### src/mbnd_pkg.sv
// Shared types, constants and helpers for the Manchester / biphase-mark nibble decoder.
// No dependencies; mbnd_decode, mbnd_result_q and the top level use it by scoped names.
package mbnd_pkg;

	// Configuration register indexes
	localparam logic REG_LINE_MODE   = 1'b0;
	localparam logic REG_HALF_SELECT = 1'b1;

	// Line mode codes
	localparam logic MODE_MANCHESTER = 1'b0;
	localparam logic MODE_BIPHASE    = 1'b1;

	// Result queue depth; one item can produce two results
	localparam int unsigned ResQDepth = 4;
	localparam int unsigned ResQAw    = $clog2(ResQDepth);
	localparam int unsigned ResQCw    = $clog2(ResQDepth + 1);

	// One result transaction
	typedef struct packed {
		logic [3:0] data_nibble;
		logic [3:0] error_nibble;
		logic       final_nibble;
	} result_t;

	// Results produced by one item in the decode stage
	typedef struct packed {
		logic [1:0] count;
		result_t    first;
		result_t    second;
	} push_t;

	// Decoder state visible to the top level
	typedef struct packed {
		logic       pair_phase;
		logic       held_valid;
		logic [1:0] symbol_count;
	} dec_status_t;

	// Pad a partial nibble with value-0 / error-1 symbols; cnt symbols already in it.
	// Returns data in bits 7..4 and errors in bits 3..0.
	function automatic logic [7:0] pad_nibble(input logic [1:0] cnt, input logic [3:0] d,
			input logic [3:0] e);
		logic [7:0] r;
		case (cnt)
			2'd1: r = {d << 3, (e << 3) | 4'b0111};
			2'd2: r = {d << 2, (e << 2) | 4'b0011};
			2'd3: r = {d << 1, (e << 1) | 4'b0001};
			default: r = {d, e};
		endcase
		return r;
	endfunction

endpackage

### src/mbnd_in_if.sv
// Input channel of the decoder: one half-bit sample per transaction.
// Depends on nothing.
interface mbnd_in_if;
	logic valid;
	logic ready;
	logic half_bit;
	logic end_of_packet;

	modport source (output valid, output half_bit, output end_of_packet, input ready);
	modport sink (input valid, input half_bit, input end_of_packet, output ready);
endinterface

### src/mbnd_out_if.sv
// Output channel of the decoder: one data/error nibble pair per transaction.
// Depends on nothing.
interface mbnd_out_if;
	logic       valid;
	logic       ready;
	logic [3:0] data_nibble;
	logic [3:0] error_nibble;
	logic       final_nibble;

	modport source (output valid, output data_nibble, output error_nibble,
		output final_nibble, input ready);
	modport sink (input valid, input data_nibble, input error_nibble,
		input final_nibble, output ready);
endinterface

### src/mbnd_decode.sv
// Input register and symbol decode stage: pairs half-bits, packs nibbles, holds one back.
// Depends on mbnd_pkg.
module mbnd_decode (
	input  logic                 clk,
	input  logic                 arst_n,
	input  logic                 take,
	input  logic                 half_bit,
	input  logic                 end_of_packet,
	input  logic                 line_mode,
	input  logic                 half_select,
	output mbnd_pkg::push_t      push,
	output mbnd_pkg::dec_status_t status
);

	// Stage 1 input register
	logic       valid_s1;
	logic       half_bit_s1;
	logic       eop_s1;

	// Per-packet state
	logic       pair_phase_q;
	logic       first_half_q;
	logic       prior_q;
	logic       seen_q;
	logic [1:0] count_q;
	logic [3:0] dshift_q;
	logic [3:0] eshift_q;
	logic       held_valid_q;
	logic [7:0] held_pair_q;

	// Decode signals
	logic       sym;
	logic       value;
	logic       error;
	logic [3:0] dshift_n;
	logic [3:0] eshift_n;
	logic [1:0] count_n;
	logic       full_done;
	logic       new_done;
	logic [7:0] new_pair;
	logic       emit_new;

	always_ff @(posedge clk or negedge arst_n) begin
		if (!arst_n) begin
			valid_s1 <= 1'b0;
		end else begin
			valid_s1 <= take;
		end
	end

	always_ff @(posedge clk) begin
		if (take) begin
			half_bit_s1 <= half_bit;
			eop_s1      <= end_of_packet;
		end
	end

	// Symbol value and error
	always_comb begin
		sym = pair_phase_q;
		if (line_mode == mbnd_pkg::MODE_BIPHASE) begin
			value = first_half_q ^ half_bit_s1;
			error = seen_q & (prior_q == first_half_q);
		end else begin
			value = half_select ? half_bit_s1 : first_half_q;
			error = (first_half_q == half_bit_s1);
		end
	end

	// Shift in, then pad at packet end
	always_comb begin
		dshift_n  = sym ? {dshift_q[2:0], value} : dshift_q;
		eshift_n  = sym ? {eshift_q[2:0], error} : eshift_q;
		count_n   = count_q + {1'b0, sym};
		full_done = sym && (count_n == 2'd0);
		if (full_done) begin
			new_pair = {dshift_n, eshift_n};
			new_done = 1'b1;
		end else if (eop_s1 && (count_n != 2'd0)) begin
			new_pair = mbnd_pkg::pad_nibble(count_n, dshift_n, eshift_n);
			new_done = 1'b1;
		end else begin
			new_pair = {dshift_n, eshift_n};
			new_done = 1'b0;
		end
	end

	// Results of this item: held nibble first, then a final new one
	always_comb begin
		emit_new = eop_s1 && new_done;
		push     = '0;
		if (valid_s1) begin
			if (held_valid_q) begin
				push.first  = '{held_pair_q[7:4], held_pair_q[3:0], eop_s1 && !new_done};
				push.second = '{new_pair[7:4], new_pair[3:0], 1'b1};
				push.count  = emit_new ? 2'd2 : 2'd1;
			end else begin
				push.first  = '{new_pair[7:4], new_pair[3:0], 1'b1};
				push.count  = emit_new ? 2'd1 : 2'd0;
			end
		end
	end

	// State update
	always_ff @(posedge clk or negedge arst_n) begin
		if (!arst_n) begin
			pair_phase_q <= 1'b0;
			first_half_q <= 1'b0;
			prior_q      <= 1'b0;
			seen_q       <= 1'b0;
			count_q      <= 2'd0;
			dshift_q     <= 4'd0;
			eshift_q     <= 4'd0;
			held_valid_q <= 1'b0;
			held_pair_q  <= 8'd0;
		end else if (valid_s1) begin
			if (eop_s1) begin
				pair_phase_q <= 1'b0;
				first_half_q <= 1'b0;
				prior_q      <= 1'b0;
				seen_q       <= 1'b0;
				count_q      <= 2'd0;
				dshift_q     <= 4'd0;
				eshift_q     <= 4'd0;
				held_valid_q <= 1'b0;
				held_pair_q  <= 8'd0;
			end else begin
				pair_phase_q <= ~pair_phase_q;
				if (!sym) begin
					first_half_q <= half_bit_s1;
				end else begin
					prior_q <= half_bit_s1;
					seen_q  <= 1'b1;
				end
				count_q      <= count_n;
				dshift_q     <= dshift_n;
				eshift_q     <= eshift_n;
				held_valid_q <= new_done;
				held_pair_q  <= new_done ? new_pair : 8'd0;
			end
		end
	end

	assign status = '{pair_phase_q, held_valid_q, count_q};

endmodule

### src/mbnd_result_q.sv
// Small result queue: takes up to two results a cycle, gives one a cycle.
// Depends on mbnd_pkg.
module mbnd_result_q (
	input  logic                         clk,
	input  logic                         arst_n,
	input  mbnd_pkg::push_t              push,
	input  logic                         pop,
	output mbnd_pkg::result_t            head,
	output logic                         not_empty,
	output logic [mbnd_pkg::ResQCw-1:0]  fill
);

	mbnd_pkg::result_t                mem_q [mbnd_pkg::ResQDepth];
	logic [mbnd_pkg::ResQAw-1:0]      wr_ptr_q;
	logic [mbnd_pkg::ResQAw-1:0]      rd_ptr_q;
	logic [mbnd_pkg::ResQCw-1:0]      fill_q;
	logic [mbnd_pkg::ResQAw-1:0]      wr_ptr_nx;

	assign wr_ptr_nx = wr_ptr_q + mbnd_pkg::ResQAw'(1);

	// Entry writes
	always_ff @(posedge clk) begin
		if (push.count != 2'd0) begin
			mem_q[wr_ptr_q] <= push.first;
		end
		if (push.count == 2'd2) begin
			mem_q[wr_ptr_nx] <= push.second;
		end
	end

	// Pointers and fill level
	always_ff @(posedge clk or negedge arst_n) begin
		if (!arst_n) begin
			wr_ptr_q <= '0;
			rd_ptr_q <= '0;
			fill_q   <= '0;
		end else begin
			wr_ptr_q <= wr_ptr_q + mbnd_pkg::ResQAw'(push.count);
			if (pop) begin
				rd_ptr_q <= rd_ptr_q + mbnd_pkg::ResQAw'(1);
			end
			fill_q <= fill_q + mbnd_pkg::ResQCw'(push.count) - mbnd_pkg::ResQCw'(pop);
		end
	end

	assign head      = mem_q[rd_ptr_q];
	assign not_empty = (fill_q != '0);
	assign fill      = fill_q;

endmodule

### src/manchester_biphase_nibble_decoder_core.sv
// Top level of the Manchester / biphase-mark nibble decoder.
// Depends on mbnd_pkg, mbnd_in_if, mbnd_out_if, mbnd_decode and mbnd_result_q.
//
// Usage:
//   samples carries one half-bit per transaction, end_of_packet on the last one.
//   nibbles carries packed data/error nibbles, first symbol in bit 3; final_nibble
//   marks the last nibble of a packet. A completed nibble is held inside until the
//   next sample arrives, so a nibble leaves no earlier than one sample after it.
//   A result is written into the output queue once the stage-1 input register
//   holds the sample that releases it. Throughput: one sample per cycle while
//   the queue has room; the output gives one nibble per cycle while the receiver
//   is ready. A sample that ends a packet may release two nibbles.
//   The rate is set by a four-entry output queue: samples are accepted while it
//   has room for two results beyond those already on their way.
//   Configuration (line_mode, half_select) is written through cfg_write /
//   cfg_index / cfg_data while no packet is in flight.
//   Reset clears all packet state, the queue and both registers to 0.
//   When the receiver stalls, nibbles wait in the queue and, once it is full,
//   samples are held off; nothing is dropped.
module manchester_biphase_nibble_decoder_core (
	input  logic        clk,
	input  logic        arst_n,
	mbnd_in_if.sink     samples,
	mbnd_out_if.source  nibbles,
	input  logic        cfg_write,
	input  logic        cfg_index,
	input  logic        cfg_data
);

	logic                        line_mode_q;
	logic                        half_select_q;
	logic                        take;
	logic                        pop;
	logic                        not_empty;
	logic [mbnd_pkg::ResQCw-1:0] fill;
	logic [mbnd_pkg::ResQCw:0]   pending;
	mbnd_pkg::push_t             push;
	mbnd_pkg::dec_status_t       status;
	mbnd_pkg::result_t           head;

	// Configuration registers
	always_ff @(posedge clk or negedge arst_n) begin
		if (!arst_n) begin
			line_mode_q   <= 1'b0;
			half_select_q <= 1'b0;
		end else if (cfg_write) begin
			case (cfg_index)
				mbnd_pkg::REG_LINE_MODE:   line_mode_q   <= cfg_data;
				mbnd_pkg::REG_HALF_SELECT: half_select_q <= cfg_data;
				default: ;
			endcase
		end
	end

	// Room for the stage-1 item's results plus two more
	assign pending       = {1'b0, fill} + (mbnd_pkg::ResQCw + 1)'(push.count);
	assign samples.ready = (pending <= (mbnd_pkg::ResQCw + 1)'(mbnd_pkg::ResQDepth - 2));
	assign take          = samples.valid && samples.ready;

	mbnd_decode u_decode (
		.clk           (clk),
		.arst_n        (arst_n),
		.take          (take),
		.half_bit      (samples.half_bit),
		.end_of_packet (samples.end_of_packet),
		.line_mode     (line_mode_q),
		.half_select   (half_select_q),
		.push          (push),
		.status        (status)
	);

	mbnd_result_q u_result_q (
		.clk       (clk),
		.arst_n    (arst_n),
		.push      (push),
		.pop       (pop),
		.head      (head),
		.not_empty (not_empty),
		.fill      (fill)
	);

	// Output transaction
	assign nibbles.valid        = not_empty;
	assign nibbles.data_nibble  = head.data_nibble;
	assign nibbles.error_nibble = head.error_nibble;
	assign nibbles.final_nibble = head.final_nibble;
	assign pop                  = nibbles.valid && nibbles.ready;

	// Queue never overfills
	a_fill_bound: assert property (@(posedge clk) disable iff (!arst_n)
		pending <= (mbnd_pkg::ResQCw + 1)'(mbnd_pkg::ResQDepth))
		else $error("result queue overflow");

	// A held nibble only exists on a nibble boundary
	a_held_boundary: assert property (@(posedge clk) disable iff (!arst_n)
		status.held_valid |-> (status.symbol_count == 2'd0))
		else $error("held nibble with partial symbols");

	// Packet end returns the decoder to its idle packet state
	a_eop_clears: assert property (@(posedge clk) disable iff (!arst_n)
		(take && samples.end_of_packet) |=> ##1
		(!status.pair_phase && !status.held_valid && status.symbol_count == 2'd0))
		else $error("packet state not cleared after packet end");

endmodule
### src/flat_wrapper.sv
// flat-port wrapper written by rule: the top's interface ports become plain ports
module manchester_biphase_nibble_decoder_core_flat 
  (clk, arst_n, cfg_write, cfg_index, cfg_data, samples_valid, samples_half_bit, samples_end_of_packet, samples_ready, nibbles_valid, nibbles_data_nibble, nibbles_error_nibble, nibbles_final_nibble, nibbles_ready);
  mbnd_in_if samples_i ();
  mbnd_out_if nibbles_i ();
  input  logic clk;
  input  logic arst_n;
  input  logic cfg_write;
  input  logic cfg_index;
  input  logic cfg_data;
  input wire logic [$bits(samples_i.valid)-1:0] samples_valid;
  input wire logic [$bits(samples_i.half_bit)-1:0] samples_half_bit;
  input wire logic [$bits(samples_i.end_of_packet)-1:0] samples_end_of_packet;
  output wire logic [$bits(samples_i.ready)-1:0] samples_ready;
  output wire logic [$bits(nibbles_i.valid)-1:0] nibbles_valid;
  output wire logic [$bits(nibbles_i.data_nibble)-1:0] nibbles_data_nibble;
  output wire logic [$bits(nibbles_i.error_nibble)-1:0] nibbles_error_nibble;
  output wire logic [$bits(nibbles_i.final_nibble)-1:0] nibbles_final_nibble;
  input wire logic [$bits(nibbles_i.ready)-1:0] nibbles_ready;
  assign samples_i.valid = samples_valid;
  assign samples_i.half_bit = samples_half_bit;
  assign samples_i.end_of_packet = samples_end_of_packet;
  assign samples_ready = samples_i.ready;
  assign nibbles_valid = nibbles_i.valid;
  assign nibbles_data_nibble = nibbles_i.data_nibble;
  assign nibbles_error_nibble = nibbles_i.error_nibble;
  assign nibbles_final_nibble = nibbles_i.final_nibble;
  assign nibbles_i.ready = nibbles_ready;
  manchester_biphase_nibble_decoder_core u_core (.clk(clk), .arst_n(arst_n), .samples(samples_i), .nibbles(nibbles_i), .cfg_write(cfg_write), .cfg_index(cfg_index), .cfg_data(cfg_data));
endmodule
### config.mk
export PLATFORM = sky130hd
export DESIGN_NAME = manchester_biphase_nibble_decoder_core_flat
export DESIGN_NICKNAME = d
export VERILOG_FILES = /design/src/mbnd_pkg.sv /design/src/mbnd_in_if.sv /design/src/mbnd_out_if.sv /design/src/mbnd_decode.sv /design/src/mbnd_result_q.sv /design/src/manchester_biphase_nibble_decoder_core.sv /design/src/flat_wrapper.sv
export SDC_FILE = /design/constraint.sdc
export NUM_CORES = 1
export LEC_CHECK = 0
export BUFFER_PORTS_ARGS = -buffer_cell sky130_fd_sc_hd__buf_2
export CELL_PAD_IN_SITES_DETAIL_PLACEMENT = 0
export CELL_PAD_IN_SITES_GLOBAL_PLACEMENT = 1
export CORE_ASPECT_RATIO = 1.2
export CORE_MARGIN = 4
export CORE_UTILIZATION = 49
export CTS_CLUSTER_DIAMETER = 120
export DETAILED_ROUTE_END_ITERATION = 10
export PLACE_DENSITY_LB_ADDON = 0.1
export SKIP_CTS_REPAIR_TIMING = 1
export SYNTH_ARGS = -nofsm -noshare
export SYNTH_HDL_FRONTEND = slang
export SYNTH_SLANG_ARGS = --single-unit
### constraint.sdc
create_clock -name clk -period 4.2 [get_ports clk]
set_input_delay 0.84 -clock clk [delete_from_list [all_inputs] [get_ports clk]]
set_output_delay 0.84 -clock clk [all_outputs]
set_load 0.005 [all_outputs]
[Yosys cells after proc, flatten, opt, wreduce, memory -nomap -nowiden]
Memory sizes are Yosys's and may differ from the RTL's.
Cells that the tools add are included.
Operators by class
  add/subtract/negate cells: 7
  magnitude comparators: 1
  equality and inequality tests: 7
  multiplexer cells: 32
  bitwise gates (word level): 4
  reduce and logical (&&, ||, !) cells: 16
Operators by type and width (count)
  $mux 8: 4
  $pmux 8 s3: 1
  $mux 20: 1
  $mux 1: 18
  $mux 4: 4
  $mux 11: 1
  $mux 9: 1
  $reduce_and 2->1: 4
  $eq 2x2->1 const B: 3
  $logic_and 1x1->1: 6
  $reduce_bool 2->1: 3
  $add 2x1->2 const B: 2
  $add 3x2->4: 1
  $le 4x2->1 const B: 1
  $mux 2: 2
  $add 3x2->3: 1
  $reduce_bool 3->1: 1
  $sub 3x1->3: 1
  $add 2x1->2: 1
  $add 2x2->2: 1
  $eq 1x1->1: 2
  $eq 2x1->1 const B: 1
  $logic_not 2->1: 1
  $ne 2x2->1 const B: 1
  4 further kinds: 5
Word-level totals
  register bits after elaboration: 35
  RAM bits: 36
  input port bits: 9
  output and inout port bits: 11
  logic and storage cells: 85
  memories: 1
Memory list
  u_core.u_result_q.mem_q: words 4, bits a word 9, read ports 1, clocked after memory_dff 0, wr ports 2, line mbnd_result_q.sv:13  | mbnd_pkg::result_t mem_q [mbnd_pkg::ResQDepth];

[Logic depth before layout (Yosys ltp)]
  word-level depth: 12
  gate-level depth with buffers: 13
  depth with buffers taken out: 12

[By module]
A second synthesis with hierarchy kept.
Unflattened totals
  cell total of the unflattened synthesis: 318
  area, all modules: 3967.6 um^2
By module, submodules not included
  mbnd_result_q: instances 1, cells an instance 126, area each 2155.8 um^2, sequential area each 1256.2 um^2
  mbnd_decode: instances 1, cells an instance 176, area each 1614.0 um^2, sequential area each 660.6 um^2
  manchester_biphase_nibble_decoder_core: instances 1, cells an instance 16, area each 197.7 um^2, sequential area each 50.0 um^2

[Least setup slack after synthesis]
OpenSTA, ideal clock, no wires.
  path type: register to output
  start point: register u_core.u_decode.pair_phase_q
  end point: output samples_ready
  data arrival time: 2624 ps
  data required time: 3360 ps
  setup slack: 736 ps
  stages on the path, launching flop included: 12
  path buffers: 1
  path through: dfrtp_1 -> ha_1 -> xnor2_1 -> a31oi_1 -> ha_1 -> buf_2 -> nand2_1 -> inv_1 -> ha_1 -> fa_1 -> o21a_1 -> a21oi_1
Between the ends
  longest elaborated chain between the ends: 11
  elaborated cells on any way between the ends: 14
  classes of those cells: 2 x add/sub; 1 x order compare; 6 x mux; 5 x reduce/logical
RTL lines
  start, declared: line mbnd_decode.sv:21  | logic pair_phase_q;
  start signal, assigned: line mbnd_decode.sv:128  | pair_phase_q <= ~pair_phase_q;
  $add 2x1->2: line mbnd_decode.sv:74  | count_n = count_q + {1'b0, sym};
  $reduce_bool 2->1: line mbnd_decode.sv:79  | end else if (eop_s1 && (count_n != 2'd0)) begin
  $logic_and 1x1->1: line mbnd_decode.sv:79
  $mux 1: line mbnd_decode.sv:79
  $mux 1 *: line mbnd_decode.sv:76  | if (full_done) begin
  $logic_and 1x1->1 *: line mbnd_decode.sv:90  | emit_new = eop_s1 && new_done;
  $mux 1 or $mux 2 (tied branches): line mbnd_decode.sv:99, mbnd_decode.sv:96
  $mux 11 *: line mbnd_decode.sv:93  | if (held_valid_q) begin
  $mux 20 *: line mbnd_decode.sv:92  | if (valid_s1) begin
  $add 3x2->4 *: line manchester_biphase_nibble_decoder_core.sv:56  | assign pending = {1'b0, fill} + (mbnd_pkg::ResQCw + 1)'(push.count);
  $le 4x2->1 *: line manchester_biphase_nibble_decoder_core.sv:57  | assign samples.ready = (pending <= (mbnd_pkg::ResQCw + 1)'(mbnd_pkg::ResQDepth - 2));
  end, declared: line flat_wrapper.sv:14  | output wire logic [$bits(samples_i.ready)-1:0] samples_ready;
Mark *: on every way between the ends. The rest lies on a longest branch, timed or not.

[Worst setup path after layout]
Same ends and word-level chain as after synthesis.

==> results.md <==
- Switching share of power: 42.3%
- Antenna Cells: 0
- TritonCTS Buffers: 9
- Pleak: 1.74 nW
- Routability cong.: 0.923
- Vias in the first global route: 3243
- Asr flop ratio synth: 46.5%
- Worst-Skew Late Latency: 0.36 ns
- Fin cells: 537
- Worst Skew: 0.00735 ns
- H-tree levels: 3
- Largest net degree at the start of global routing: 34
- DRC: 0
- Place WS: 0.664 ns
- ANT nets after route: 0
- Final setup viols: 0
- Die height: 109 um
- CTS tree: built
- Crit path DAT: 3.09 ns
- DP HPWL: 7.30 mm
- Hold_ws: 0.479 ns
- Share of layout cells above drive strength 1: 18.0%
- CP Class: register to output pin
- Initial antenna violation count: 0
- CTS Root Cell: clkbuf_8
- Die X: 92.5 um
- Worst rel slew slack: 41.3%
- Dominant cell type by area after synthesis: edfxtp_1
- Clk slew on worst S/H paths: 0.08 ns
- Count of final hold-check violations: 0
- Worst hold endpoint: u_core.u_decode.eshift_q[3]$_DFFE_PN0P_
- Peak VDD IR: 393 uV
- R2R Setup Slk: 1.07 ns
- Hold Crit Class: register to register
- Die ar.: 10100 um^2
- Post-Syn Nets: 422
- Min-Delay Path Depth: 1
- Vias per cell: 6.21
- Worst R2R End: u_core.u_result_q.mem_q[0][3]$_DFFE_PP_
- Initial core utilization: 51.0%
- Post-synthesis sequential area ratio: 46.8%
- WL final: 10.2 mm
- Post-synth EDFFs: 38
- First-pass GRT wire length: 17.3 mm
- Synthesized flop and latch total: 71
- Syn Area/Cell: 10.4 um^2
- Max_cap viols: 0
- Leading cell types in the layout, fill and taps excluded: 39 x o21ai_0, 38 x edfxtp_1, 33 x dfrtp_1
- Sequential group share of total power: 34.7%
- Fmax: 255 MHz
- GRT Residual Overflow: 0
- Nets: 437
- Worst EP required: 3.36 ns
- Worst slew pin tran: 0.878 ns
- # IOs: 20
- Drt pass-1 iters: 5
- Main synth FF type: edfxtp_1
- CP max FO: 9
- Tcrit/Tclk final: 93.5%
- Slew Viols, Final: 0
- Power share of the clock group: 16.9%
- Worst r2r src: u_core.u_decode.pair_phase_q$_DFFE_PN0P_
- Placed insts: 521
- Critical Path Start Type: register
- YS warnings: 0
- Worst Reg-to-Reg Cells: 10
- Status: finished, final reports clean
- Synthesized instance count: 403
- Vias after detailed routing: 3337
- Core Area: 8240 um^2
- Int Power: 1.84 mW
- Most common cell after layout, fill and taps aside: o21ai_0
- Share of the synthesized area in the top cell type: 27.2%
- Period minus WS final: 3.93 ns
- CTS Sinks: 71
- Power per cell area: 693 nW/um^2
- Total Routing Usage GR: 22.3%
- Fin Setup TNS: 0 ns
- RSZ-0062 raised after global routing: no
- Crit. End Element: output pin
- Yosys cell types: 60
- Area grow syn2layout: 9.41%
- Drt wl/cell: 19.0 um
- Clock tree buffer depth: 2
- Row cnt: 36
- Area contributors post-synth: edfxtp_1 27%, dfrtp_1 20%, mux4_2 4.8%
- Hold_sp: u_core.u_decode.eshift_q[3]$_DFFE_PN0P_
- Port bufs: 19
- Starting DRC count in detailed routing: 259
- Final Worst Setup Slack: 0.271 ns
- Comb pwr share: 48.4%
- Switching pwr: 1.35 mW
- Area of the mapped netlist: 4200 um^2
worst max path at each step:
stage	start	end	slack [ns]	depth (start not counted)
floorplan	u_core.u_decode.pair_phase_q$_DFFE_PN0P_	samples_ready	0.74	11
global placement	u_core.u_decode.pair_phase_q$_DFFE_PN0P_	samples_ready	0.72	12
detailed placement	u_core.u_decode.pair_phase_q$_DFFE_PN0P_	samples_ready	0.66	12
CTS	u_core.u_decode.pair_phase_q$_DFFE_PN0P_	samples_ready	0.26	12
global route	u_core.u_decode.pair_phase_q$_DFFE_PN0P_	samples_ready	0.09	12
finish	u_core.u_decode.pair_phase_q$_DFFE_PN0P_	samples_ready	0.27	12
worst max-delay path: stages, from the launching register on:
cell	delay, ns
dfrtp_1	0.40
ha_1	0.28
xnor2_1	0.15
buf_4	0.16
a31oi_1	0.18
ha_1	0.34
nand2_1	0.13
inv_1	0.07
ha_1	0.21
fa_1	0.38
o21a_1	0.18
a21oi_1	0.12
buf_2	0.13
routing by layer:
layer  track usage (%)  routed length, um  vias to the layer above
met1              30.4               4540                     1604
met3              2.60                498                       27
met5                 0                  0                        -
met2              34.9               4880                      132
li1                  -                  -                     1574
met4              12.0                281                        0
cell type report:
| cell class | instances | area (um^2) |
|---|---|---|
| Multi-Input combinational cell | 292 | 2070 |
| Tap cell | 114 | 143 |
| Inverter | 15 | 56.3 |
| Sequential cell | 71 | 1970 |
| Clock inverter | 6 | 61.3 |
| Fill cell | 771 | 3650 |
| Clock buffer | 10 | 128 |
| Timing Repair Buffer | 29 | 170 |
registers in the layout (all words and copies together), names as in the netlist:
register	count
u_core.half_select_q	1
u_core.line_mode_q	1
u_core.u_decode.count_q	2
u_core.u_decode.dshift_q	4
u_core.u_decode.eop_s1	1
u_core.u_decode.eshift_q	4
u_core.u_decode.first_half_q	1
u_core.u_decode.half_bit_s1	1
u_core.u_decode.held_pair_q	8
u_core.u_decode.held_valid_q	1
u_core.u_decode.pair_phase_q	1
u_core.u_decode.prior_q	1
u_core.u_decode.seen_q	1
u_core.u_decode.valid_s1	1
u_core.u_result_q.fill	3
u_core.u_result_q.mem_q	36
u_core.u_result_q.rd_ptr_q	2
u_core.u_result_q.wr_ptr_q	2
through the flow:
stage / utilization, % / area [um^2] / power [mW]
final: 55.8 / 4600 / 3.18
after global routing: 55.8 / 4600 / 3.44
after CTS: 55.8 / 4600 / 3.19
after detailed placement: 53.5 / 4410 / 2.66
after global placement: 53.5 / 4410 / 2.63
after floorplan: - / 4200 / 2.24
power groups by stage:
stage               Sequential, mW  Clock, mW  Combinational [mW]
CTS                           1.11      0.545                1.54
global route                  1.14      0.582                1.72
floorplan                     1.02          0                1.22
global placement              1.12          0                1.52
detailed placement            1.12          0                1.53
finish                        1.10      0.538                1.54
cells in the mapped netlist (2+ instances only):
master     count
a211o_1        6
a211oi_1       2
a21oi_1       20
a22o_1         2
a2bb2oi_1      2
a31oi_1        2
and2_1         4
and3b_1        2
buf_1          3
buf_2          7
clkbuf_1      14
dfrtp_1       33
edfxtp_1      38
fa_1           2
ha_1           8
inv_1         15
mux2_2         8
mux2i_1        5
mux4_2         9
nand2_1       25
nand3_1       11
nor2_1        30
nor2b_1        8
nor3_1        18
nor3_2         2
nor4_1         2
o211a_1        4
o211ai_1       4
o21ai_0       39
o21ai_1        3
o221a_2        2
o22ai_1       20
o2bb2ai_1     16
or2_2          3
or3_1          4
xnor2_1        5
xor2_1         2
kinds of logic (layout without fill, tap and decap cells):
kind of cell | after synthesis | count (layout) | share of synthesized area, %
DFF | 71 | 71 | 46.8
AOI/OAI and AO/OA | 137 | 137 | 22.4
muxes | 22 | 22 | 8.16
xor gates and xnor gates | 8 | 8 | 1.85
and+or+nand+nor | 115 | 115 | 13.6
adders and majority gates | 10 | 10 | 3.34
buffers and inverters | 40 | 60 | 3.87
(Power assumes the default switching activity.)
